<file path="src/rtl/aar_pkg.sv">
// aar_pkg: shared types, constants and the cordic arctangent table for the
// axis-angle rotation matrix block; no dependencies
`default_nettype none

package aar_pkg;

   // angle units of 1/64 degree
   localparam logic signed [16:0] FULL_TURN    = 17'sd23040;
   localparam logic signed [16:0] HALF_TURN    = 17'sd11520;
   localparam logic signed [16:0] QUARTER_TURN = 17'sd5760;
   localparam logic signed [19:0] DEG64_TO_Q30 = 20'sd292818;

   localparam logic signed [33:0] CORDIC_GAIN_Q30 = 34'sd652032874;
   localparam logic signed [33:0] ROUND_Q16       = 34'sd8192;
   localparam logic signed [17:0] ONE_Q16         = 18'sd65536;
   localparam logic signed [15:0] ONE_Q14         = 16'sd16384;
   localparam logic signed [51:0] ROUND_Q48       = 52'sd8589934592;

   localparam int CORDIC_STEPS_DEF = 16;
   localparam int ATAN_ENTRIES     = 24;
   localparam int SQRT_STEPS       = 30;
   localparam int DIV_STEPS        = 17;

   // squares, sum, root steps, divider set-up, divider steps, clamp
   localparam int NORM_LAT = 2 + SQRT_STEPS + 1 + DIV_STEPS + 1;
   // queue, capture, normalise, three matrix stages
   localparam int RSP_LAT  = 1 + 1 + NORM_LAT + 3;

   typedef logic [2:0][15:0] aar_vec_type;

   typedef struct packed {
      logic               zero;
      logic               neg_cos;
      logic signed [33:0] z;
      aar_vec_type        axis;
   } aar_item_type;

   typedef struct packed {
      logic [8:0][15:0] entry;
      logic             zero;
   } aar_result_type;

   function automatic logic [29:0] atan_q30(input int unsigned idx);
      logic [29:0] val;
      case (idx)
         0:       val = 30'd843314856;
         1:       val = 30'd497837829;
         2:       val = 30'd263043836;
         3:       val = 30'd133525158;
         4:       val = 30'd67021686;
         5:       val = 30'd33543515;
         6:       val = 30'd16775850;
         7:       val = 30'd8388437;
         8:       val = 30'd4194282;
         9:       val = 30'd2097149;
         10:      val = 30'd1048575;
         11:      val = 30'd524287;
         12:      val = 30'd262143;
         13:      val = 30'd131071;
         14:      val = 30'd65535;
         15:      val = 30'd32767;
         16:      val = 30'd16383;
         17:      val = 30'd8191;
         18:      val = 30'd4095;
         19:      val = 30'd2047;
         20:      val = 30'd1023;
         21:      val = 30'd511;
         22:      val = 30'd255;
         23:      val = 30'd127;
         default: val = '0;
      endcase
      return val;
   endfunction

endpackage

`default_nettype wire

</file>
<file path="src/rtl/aar_front.sv">
// aar_front: takes a word on start, reduces the angle, flags a zero axis
// depends on aar_pkg
`default_nettype none

module aar_front (
   input  wire logic                  reset,
   input  wire logic                  start,
   input  wire logic                  queue_full,
   input  wire logic signed [15:0]    angle_deg,
   input  wire logic signed [15:0]    axis_x,
   input  wire logic signed [15:0]    axis_y,
   input  wire logic signed [15:0]    axis_z,
   output logic                       busy,
   output logic                       push,
   output aar_pkg::aar_item_type      item
);

   logic signed [16:0] ang_ext;
   logic signed [16:0] wrapped;
   logic signed [16:0] folded;
   logic               neg_cos;
   logic signed [13:0] ang_red;
   logic signed [33:0] z_q30;

   assign busy = reset | queue_full;
   assign push = start & ~busy;

   always_comb begin
      ang_ext = {angle_deg[15], angle_deg};
      // one wrap brings any 16-bit angle into half-open half turn
      if (ang_ext >= aar_pkg::HALF_TURN) begin
         wrapped = ang_ext - aar_pkg::FULL_TURN;
      end else if (ang_ext < -aar_pkg::HALF_TURN) begin
         wrapped = ang_ext + aar_pkg::FULL_TURN;
      end else begin
         wrapped = ang_ext;
      end
      // fold into a quarter turn, cosine flips sign
      neg_cos = 1'b0;
      if (wrapped > aar_pkg::QUARTER_TURN) begin
         folded  = aar_pkg::HALF_TURN - wrapped;
         neg_cos = 1'b1;
      end else if (wrapped < -aar_pkg::QUARTER_TURN) begin
         folded  = -aar_pkg::HALF_TURN - wrapped;
         neg_cos = 1'b1;
      end else begin
         folded = wrapped;
      end
      ang_red = folded[13:0];
      z_q30   = ang_red * aar_pkg::DEG64_TO_Q30;
   end

   always_comb begin
      item.zero    = (axis_x == 16'sd0) && (axis_y == 16'sd0) && (axis_z == 16'sd0);
      item.neg_cos = neg_cos;
      item.z       = z_q30;
      item.axis    = {axis_z, axis_y, axis_x};
   end

endmodule

`default_nettype wire

</file>
<file path="config.mk">
export PLATFORM = sky130hd
export DESIGN_NAME = aar_front
export DESIGN_NICKNAME = d
export VERILOG_FILES = /design/src/rtl/aar_pkg.sv /design/src/rtl/aar_front.sv
export SDC_FILE = /design/constraint.sdc
export NUM_CORES = 1
export LEC_CHECK = 0
export BUFFER_PORTS_ARGS = -buffer_cell sky130_fd_sc_hd__buf_2
export CAP_MARGIN = 20
export CORE_ASPECT_RATIO = 0.9
export CORE_UTILIZATION = 61
export DETAILED_ROUTE_END_ITERATION = 7
export GPL_TIMING_DRIVEN = 0
export PLACE_DENSITY = 0.9
export SYNTH_ARGS = -nofsm -noshare
export SYNTH_HDL_FRONTEND = slang
export SYNTH_SLANG_ARGS = --single-unit
</file>
<file path="constraint.sdc">
create_clock -name vclk -period 13.4
set_input_delay 0.67 -clock vclk [all_inputs]
set_output_delay 0.67 -clock vclk [all_outputs]
set_load 0.02 [all_outputs]
</file>
==> results_dict.tcl <==
set metrics [dict create \
    outcome "completed" \
    placed_area_um2 6810 \
    fin_crit_ns 9.98 \
    dieHeight_um 95.3 \
    design.seq.count 0 \
    cap_violations 0 \
    drt-initial-drc-count 315 \
    drive_gt1_share_pct 29.3 \
    synth_top_family_by_area "adder cells" \
    worstPathArrival_ns 9.31 \
    fin_nets 1076 \
    wl_um 15400 \
    gp_congestion 0.979 \
    cp-end-kind "output port" \
    hold_class "in -> out" \
    io_pins 153 \
    fill_cells 680 \
    whs_path_depth 4 \
    vias 5233 \
    synth.avg_cell_area_um2 9.04 \
    final_common_cell "buf_2" \
    fmaxAchievable_mhz 100 \
    num_rows 33 \
    required_ns 12.73 \
    ys_seq_area_share_pct 0 \
    grt_max_degree 11 \
    worstSetupPathType "in -> out" \
    post_cts.repair.setup_buffers 0 \
    synth_top_area_share_pct 27.1 \
    synth-adder-area-share_pct 53.4 \
    tns_ns 0 \
    finalCritPeriodShare_pct 74.5 \
    grt_pass1_vias 5322 \
    die-area_um2 10100 \
    die_w_um 106 \
    cts_hold_buffers 0 \
    ctsResizeCount 0 \
    final_util_pct 73.7 \
    yosys.area_share.simple_pct 8.93 \
    slowest_delay_ns 0.69 \
    finalMaxSlewViolations 0 \
    ys_types 69 \
    setup_violations 0 \
    seq_area_um2 0 \
    slew_headroom_pct 40.5 \
    synth.largest_area_cell "fa_1" \
    route.detailed.drc 0 \
    dr.pass1.iters 5 \
    area_growth_pct 15.4 \
    path_common_cell "fa_1" \
    synth_cells 653 \
    antenna_found_initial 3 \
    grt_usage_pct 31.4 \
    grt.overflow.total 0 \
    holdPathEnd "push" \
    avgRoutedWirePerCell_um 16.6 \
    hold_violations 0 \
    grt_pass1_wl_um 25200 \
    rsz0062_at_grt "false" \
    synthTopCellsByArea "fa_1 27%, ha_1 26%, inv_1 8.5%" \
    critPathLaunchType "input port" \
    mostFrequentLayoutCells "152 x buf_2, 133 x inv_1, 124 x ha_1, 80 x fa_1, 52 x buf_4" \
    hold_start "start" \
    fin_area_um2 6810 \
    worst_pin_slew_ns 0.889 \
    syn-num-nets 924 \
    synthMuxAreaShare_pct 0.530 \
    avgViaCountPerCell 5.64 \
    yosys_warnings 0 \
    synth-xor-area-share_pct 6.93 \
    dpl.hpwl_um 13600 \
    path_max_fanout 10 \
    synth_area_um2 5900 \
    synth_compound_area_share_pct 14.4 \
    core-area_um2 9250 \
    nClkBuffers 0 \
    start_util_pct 63.8 \
    cpMaxStageDelayCell "xor2_1" \
    io_buffer_count 149 \
    drt.antenna.violating_nets 0 \
]
==> cell type report <==
class / instances / area, um^2 / area share, %
repair buffers: 150 / 751 / 11.0
multi-input cells: 462 / 4970 / 73.0
inverters: 133 / 499 / 7.33
plain buffers: 58 / 430 / 6.32
diodes: 3 / 7.51 / 0.110
well taps: 122 / 153 / 2.24
==> metal layers <==
layer	routed length (um)	share of wire (%)	GRT usage [%]	vias to the layer above
met5	0	0	0	-
met1	5880	38	37.2	2519
met4	400	2.6	8.68	0
met3	1140	7.4	5.06	45
met2	7960	52	59.2	231
li1	-	-	-	2438
==> stage by stage <==
| stage | hold WS, ns | worst slack (ns) | cells |
|---|---|---|---|
| after detailed placement | 1.65 | 3.55 | 925 |
| after CTS | 1.65 | 3.51 | 925 |
| after global placement | 1.65 | 3.65 | 924 |
| after global routing | 1.67 | 2.96 | 928 |
| after floorplan | 1.45 | 4.52 | 653 |
| final | 1.65 | 3.42 | 928 |
==> critical path, delay by kind of cell <==
kind	cells	cell delay (ns)
adders and majority gates	8	3.65
AOI/OAI and AO/OA	12	2.86
buffers and inverters	7	1.07
xor gates and xnor gates	2	0.86
and+or+nand+nor	1	0.19
==> synth_stat cells (3+ instances only) <==
library cell	count
xnor2_1	25
nor2_1	19
inv_1	133
o21a_1	3
ha_1	124
a22oi_2	3
fa_1	80
a21o_1	8
or2_2	5
nand4_1	4
and2_1	3
a211oi_1	7
o21bai_1	7
and3_1	3
o211ai_1	4
o21ai_0	21
nand3_1	7
nand2b_1	3
nor2b_1	4
a21boi_0	3
nor3_1	5
nor4_1	12
o21ai_1	3
a21oi_1	21
a31oi_1	4
buf_4	52
xor2_1	18
nand2_1	18
==> cells by family after synthesis <==
| family | Yosys count |
|---|---|
| AOI/OAI and AO/OA | 112 |
| xor gates and xnor gates | 45 |
| adders and majority gates | 204 |
| buffers and inverters | 191 |
| muxes | 3 |
| other | 1 |
| and+or+nand+nor | 97 |
==> worst max path at each step <==
| stage | to | start |
|---|---|---|
| finish | item[80] | angle_deg[9] |
| global route | item[80] | angle_deg[9] |
| CTS | item[80] | angle_deg[9] |
| detailed placement | item[80] | angle_deg[9] |
| global placement | item[80] | angle_deg[9] |
| floorplan | item[81] | angle_deg[12] |
Power is not shown: default switching activity piles up to over one toggle a cycle in this logic, so the estimate is an artifact.
