--- config.mk ---
export PLATFORM = sky130hd
export DESIGN_NAME = aar_queue
export DESIGN_NICKNAME = d
export VERILOG_FILES = /design/src/rtl/aar_pkg.sv /design/src/rtl/aar_queue.sv
export SDC_FILE = /design/constraint.sdc
export NUM_CORES = 1
export LEC_CHECK = 0
export BUFFER_PORTS_ARGS = -buffer_cell sky130_fd_sc_hd__buf_4
export CAP_MARGIN = 15
export CORE_ASPECT_RATIO = 1.4
export CORE_MARGIN = 5
export CORE_UTILIZATION = 40
export DETAILED_ROUTE_END_ITERATION = 6
export PLACE_DENSITY = 0.67
export SLEW_MARGIN = 20
export SYNTH_ARGS = -nofsm -noshare
export SYNTH_HDL_FRONTEND = slang
export SYNTH_SLANG_ARGS = --single-unit
export TNS_END_PERCENT = 1
--- constraint.sdc ---
create_clock -name clock -period 6.3 [get_ports clock]
set_input_delay 0.315 -clock clock [delete_from_list [all_inputs] [get_ports clock]]
set_output_delay 0.315 -clock clock [all_outputs]
set_load 0.1 [all_outputs]
--- src/rtl/aar_pkg.sv ---
// aar_pkg: shared types, constants and the cordic arctangent table for the
// axis-angle rotation matrix block; no dependencies
`default_nettype none

package aar_pkg;

   // angle units of 1/64 degree
   localparam logic signed [16:0] FULL_TURN    = 17'sd23040;
   localparam logic signed [16:0] HALF_TURN    = 17'sd11520;
   localparam logic signed [16:0] QUARTER_TURN = 17'sd5760;
   localparam logic signed [19:0] DEG64_TO_Q30 = 20'sd292818;

   localparam logic signed [33:0] CORDIC_GAIN_Q30 = 34'sd652032874;
   localparam logic signed [33:0] ROUND_Q16       = 34'sd8192;
   localparam logic signed [17:0] ONE_Q16         = 18'sd65536;
   localparam logic signed [15:0] ONE_Q14         = 16'sd16384;
   localparam logic signed [51:0] ROUND_Q48       = 52'sd8589934592;

   localparam int CORDIC_STEPS_DEF = 16;
   localparam int ATAN_ENTRIES     = 24;
   localparam int SQRT_STEPS       = 30;
   localparam int DIV_STEPS        = 17;

   // squares, sum, root steps, divider set-up, divider steps, clamp
   localparam int NORM_LAT = 2 + SQRT_STEPS + 1 + DIV_STEPS + 1;
   // queue, capture, normalise, three matrix stages
   localparam int RSP_LAT  = 1 + 1 + NORM_LAT + 3;

   typedef logic [2:0][15:0] aar_vec_type;

   typedef struct packed {
      logic               zero;
      logic               neg_cos;
      logic signed [33:0] z;
      aar_vec_type        axis;
   } aar_item_type;

   typedef struct packed {
      logic [8:0][15:0] entry;
      logic             zero;
   } aar_result_type;

   function automatic logic [29:0] atan_q30(input int unsigned idx);
      logic [29:0] val;
      case (idx)
         0:       val = 30'd843314856;
         1:       val = 30'd497837829;
         2:       val = 30'd263043836;
         3:       val = 30'd133525158;
         4:       val = 30'd67021686;
         5:       val = 30'd33543515;
         6:       val = 30'd16775850;
         7:       val = 30'd8388437;
         8:       val = 30'd4194282;
         9:       val = 30'd2097149;
         10:      val = 30'd1048575;
         11:      val = 30'd524287;
         12:      val = 30'd262143;
         13:      val = 30'd131071;
         14:      val = 30'd65535;
         15:      val = 30'd32767;
         16:      val = 30'd16383;
         17:      val = 30'd8191;
         18:      val = 30'd4095;
         19:      val = 30'd2047;
         20:      val = 30'd1023;
         21:      val = 30'd511;
         22:      val = 30'd255;
         23:      val = 30'd127;
         default: val = '0;
      endcase
      return val;
   endfunction

endpackage

`default_nettype wire

--- src/rtl/aar_queue.sv ---
// aar_queue: two-word queue between front and back, head read directly
// depends on aar_pkg
`default_nettype none

module aar_queue (
   input  wire logic                  clock,
   input  wire logic                  reset,
   input  wire logic                  push,
   input  wire aar_pkg::aar_item_type push_item,
   output logic                       full,
   output logic                       head_valid,
   output aar_pkg::aar_item_type      head_item
);

   aar_pkg::aar_item_type mem_ff [2];
   logic                  wr_ptr_ff, wr_ptr_in;
   logic                  rd_ptr_ff, rd_ptr_in;
   logic [1:0]            count_ff, count_in;
   logic                  pop;

   // the back end never stalls, so the head leaves as soon as it shows
   assign pop        = head_valid;
   assign head_valid = (count_ff != 2'd0);
   assign full       = (count_ff == 2'd2);
   assign head_item  = mem_ff[rd_ptr_ff];

   always_comb begin
      wr_ptr_in = push ? ~wr_ptr_ff : wr_ptr_ff;
      rd_ptr_in = pop  ? ~rd_ptr_ff : rd_ptr_ff;
      case ({push, pop})
         2'b10:   count_in = count_ff + 2'd1;
         2'b01:   count_in = count_ff - 2'd1;
         default: count_in = count_ff;
      endcase
   end

   always_ff @(posedge clock) begin
      if (reset) begin
         wr_ptr_ff <= 1'b0;
         rd_ptr_ff <= 1'b0;
         count_ff  <= 2'd0;
      end else begin
         wr_ptr_ff <= wr_ptr_in;
         rd_ptr_ff <= rd_ptr_in;
         count_ff  <= count_in;
      end
   end

   always_ff @(posedge clock) begin
      if (push) begin
         mem_ff[wr_ptr_ff] <= push_item;
      end
   end

   a_no_write_when_full: assert property (@(posedge clock) disable iff (reset)
      push |-> !full)
      else $error("queue written while full");

   a_drains_each_cycle: assert property (@(posedge clock) disable iff (reset)
      count_ff <= 2'd1)
      else $error("queue holds more than one word");

   a_count_step: assert property (@(posedge clock) disable iff (reset)
      (push && !head_valid) |=> count_ff == $past(count_ff) + 2'd1)
      else $error("queue count lost a word");

endmodule

`default_nettype wire

==> summary by stage <==
Synth
The count of mapped cells out of synthesis is approximately 280. The post-synthesis instance area is approximately 6300 um2. The synthesized netlist devotes 0.7397% of its cell area to simple gates. The netlist uses 16 different library cells. The synthesized-area fraction occupied by ao, oa, aoi and oai cells is less than 1%. The combinational family with the most area after synthesis is multiplexers. In this run the mean area of a mapped cell was approximately 22 um2. The number of warnings issued by yosys is 0. The XOR/XNOR share of the synthesized area is less than 1%. Measured against the total synthesized area, the mux share comes to between 10% and 20%. Sequential cells were found to cover about 80% of the synthesized design area. The number of nets in the synthesized netlist is about 370. The number of flip-flops and latches in the synthesized netlist is around 170. The area share of fa/ha/maj cells after synthesis is less than 1%.

STA
Headroom to the max-slew limit came out at 42.76%. The part of the cycle the worst path needs is 37.86%. Adding up every negative setup slack in the final design gives 0 ns. The number of hold-slack violations in the final timing report is 0. The max-slew violation count is 0. At the pin with the least slew margin, the transition time is 0.8586 ns. Counting I/O delays and the setup requirement, the final critical path takes between 2 and 2.5 ns. Final hold analysis gives a worst-case slack of around 0.083 ns.

Setup repair after global routing left no endpoint under its margin. The highest clock rate is 419.2 MHz. The setup violation total in the final timing report is 0.

Across the routed clock network, the largest skew measured is roughly 0.0096 ns.

Detailed routing
After detailed routing, the total wire length is between 10,000 and 15,000 um. The detailed router placed about 3,200 vias in this run. The remaining number of nets flagged by the antenna check after routing is 0. Dividing the detail-routed wire length by the instance count gives about 18 um. For this run, the detailed router's first-pass iteration total came to 4. For this run, design rule violations remaining after detail routing come to 0. Dividing the detail-routed via count by the number of cells gives about 4.7. The first routing iteration left 121 violations.

Global route
The via count of the first global-routing pass is around 3,500. The initial antenna violation count is 0. The leftover overflow at the end of global routing is 0. Global routing used 13.47% of the available tracks. Entering global routing, the biggest net connects 85 pins.

The first global-routing pass estimated 18,300 um of wire.

Clock tree
The clock edge transition at the registers on the reported setup and hold paths is roughly 0.07 ns. Clock latency on the worst-skew pair, taken at its later pin, is 0.41 ns. The maximum buffer depth of the clock tree is 2. The number of buffers inserted during clock tree synthesis is 17. The number of gates resized after CTS was 0. The sink count of the clock tree is about 170. TritonCTS built the clock tree.

In this run, post-CTS hold repair placed 0 buffers. The level count of the clock H-tree is 4. The tree is rooted in a sky130_fd_sc_hd__clkbuf_16. The post-CTS repair timing setup buffer count is 0.

Flow run
Across the run, the number of max-cap violations was 0.

Place
The count of buffers from port buffering is about 170. Summing all placed instances gives a cell area of slightly below 8000 um2. The last weighted congestion value of the routability-driven placer is about 0.72.

The detailed-placement wirelength estimate is just over 8000 um.

Final layout
With fillers left out, the area of the finished cells amounts to 8429 um2. The relative area change from synthesis to final layout is 34.69%. The number of nets at the end of the flow is between 500 and 600. Once layout is complete, the utilization of the core stands at a little over half. Leaving out fill and tap cells, the most frequent cell in the layout is sky130_fd_sc_hd__buf_4. In the layout the commonest cells are sky130_fd_sc_hd__buf_4, sky130_fd_sc_hd__edfxtp_1, sky130_fd_sc_hd__mux2_2, sky130_fd_sc_hd__clkbuf_16.

The ratio of cells with drive above 1 in the final layout is between 60% and 70%.

Hold path
Along the worst hold path, the cell count comes to 1. The worst hold path terminates at mem_ff[1][77]. In this run the worst hold path is classified as input pin to flop. The source of the worst hold timing path is push_item[77].

Critical path
The category of the most critical setup path is flop to output pin. The maximum fanout encountered on the critical timing path is 54. The maximum single-stage delay on the critical path is 0.64 ns. The arrival time of data at the critical path endpoint is around 2.1 ns. The startpoint type of the worst setup path is a flop. In this run the critical register-to-register path is captured at mem_ff[1][79]. The worst setup path is captured at an output pin.

The setup slack of the most critical reg-to-reg path is between 4 and 5 ns. The worst reg2reg path depth is 2. The data required time of the critical path is 5.98 ns.

The critical path goes through buf_16 -> mux2_2 -> buf_4. The cell type of the slowest stage on the worst timing path is sky130_fd_sc_hd__dfxtp_4. The worst register-to-register path begins at wr_ptr_ff.

Floorplanning
The total core area is between 15,000 and 20,000 um2. Measured along the x axis, the die boundary spans approximately 120 um. The vertical extent of the die is approximately 160 um.

The total number of placement rows is 54. For this configuration, the core starts out at a cell density of around 40%. around 170 I/O pins were placed. The floorplan step defined a die boundary enclosing 18,280 um2.

Run status
The flow ran to the end, and the final reports show no timing, DRC or antenna violations.

Power and ir drop
The power per standard cell area is roughly 480 nW/um2. The leakage power summed over all cells is about 3.1 nW. The design draws between 4 and 5 mW. The peak supply drop is between 400 and 500 uV.
-- state kept, by name (all words and copies together), names as in the netlist, named ones only --
| signal | cells |
|---|---|
| count_ff | 2 |
| mem_ff | 168 |
| rd_ptr_ff | 1 |
| wr_ptr_ff | 1 |
-- how the worst max path moves through the flow --
stage          start       endpoint  slack [ns]  depth (start not counted)
6_report        flop  head_item[50]        3.91                          3
5_1_grt         flop  head_item[50]        3.83                          3
4_1_cts         flop  head_item[50]        3.68                          2
3_5_place_dp    flop  head_item[50]        4.14                          2
3_3_place_gp    flop  head_item[50]        4.16                          2
2_1_floorplan   push   mem_ff[0][0]        1.88                          2
-- stage by stage --
stage	setup slack, ns	cells
finish	3.915	678
global route	3.825	677
CTS	3.676	676
detailed placement	4.135	644
global placement	4.157	644
floorplan	1.876	283
-- per-layer routing --
metal,track usage (%),vias up,wire length [um],part of all wire [%]
li1,-,1486,-,-
met1,14.55,1622,4286,35
met2,24.39,98,7048,58
met3,4.054,11,684,5.6
met4,5.528,0,213,1.7
met5,0,-,0,0
-- synthesized netlist by cell type --
library cell	instances	share of area, %
sky130_fd_sc_hd__a21oi_1	1	0.080
sky130_fd_sc_hd__and2_1	1	0.10
sky130_fd_sc_hd__and2b_2	1	0.14
sky130_fd_sc_hd__buf_2	3	0.24
sky130_fd_sc_hd__buf_4	6	0.72
sky130_fd_sc_hd__dfxtp_1	5	1.6
sky130_fd_sc_hd__edfxtp_1	168	81
sky130_fd_sc_hd__ha_1	1	0.20
sky130_fd_sc_hd__inv_1	1	0.060
sky130_fd_sc_hd__mux2_2	84	15
sky130_fd_sc_hd__nor2_1	5	0.30
sky130_fd_sc_hd__o21ai_0	1	0.080
sky130_fd_sc_hd__or2_2	1	0.10
sky130_fd_sc_hd__or3_1	1	0.10
sky130_fd_sc_hd__xnor2_1	3	0.42
sky130_fd_sc_hd__xor2_1	1	0.14
-- critical path: cells and delay by family (launching register included) --
kind / cells / cell delay [ns]
buffers and inverters: 2 / 0.54
muxes: 1 / 0.40
DFF: 1 / 0.64
-- logic make-up (layout without fill, tap and decap cells) --
group,after synthesis,after routing
AO/OA/AOI/OAI,2,2
multiplexers,84,84
AND/OR/NAND/NOR,9,9
flip-flops,173,173
XOR/XNOR,4,4
adder cells (fa/ha/maj),1,1
buffers and inverters,10,208
other,0,1
-- final cells by class --
type	count	area, um2
antenna	1	2.502
clock buffer	20	456.7
clock inverter	12	175.2
fill	1234	7043
inverter	1	3.754
multi-input combinational	100	1060
sequential	173	5149
tap	196	245.2
timing repair buffer	175	1338
-- report_power, final --
| group | switching (mW) | leakage, nW | internal (mW) |
|---|---|---|---|
| clock network | 0.440 | 0.308 | 0.659 |
| logic | 1.17 | 1.21 | 0.373 |
| registers | 0.0469 | 1.62 | 1.35 |
| total | 1.66 | 3.14 | 2.38 |
No activity file was read; power rests on OpenSTA's default activity.
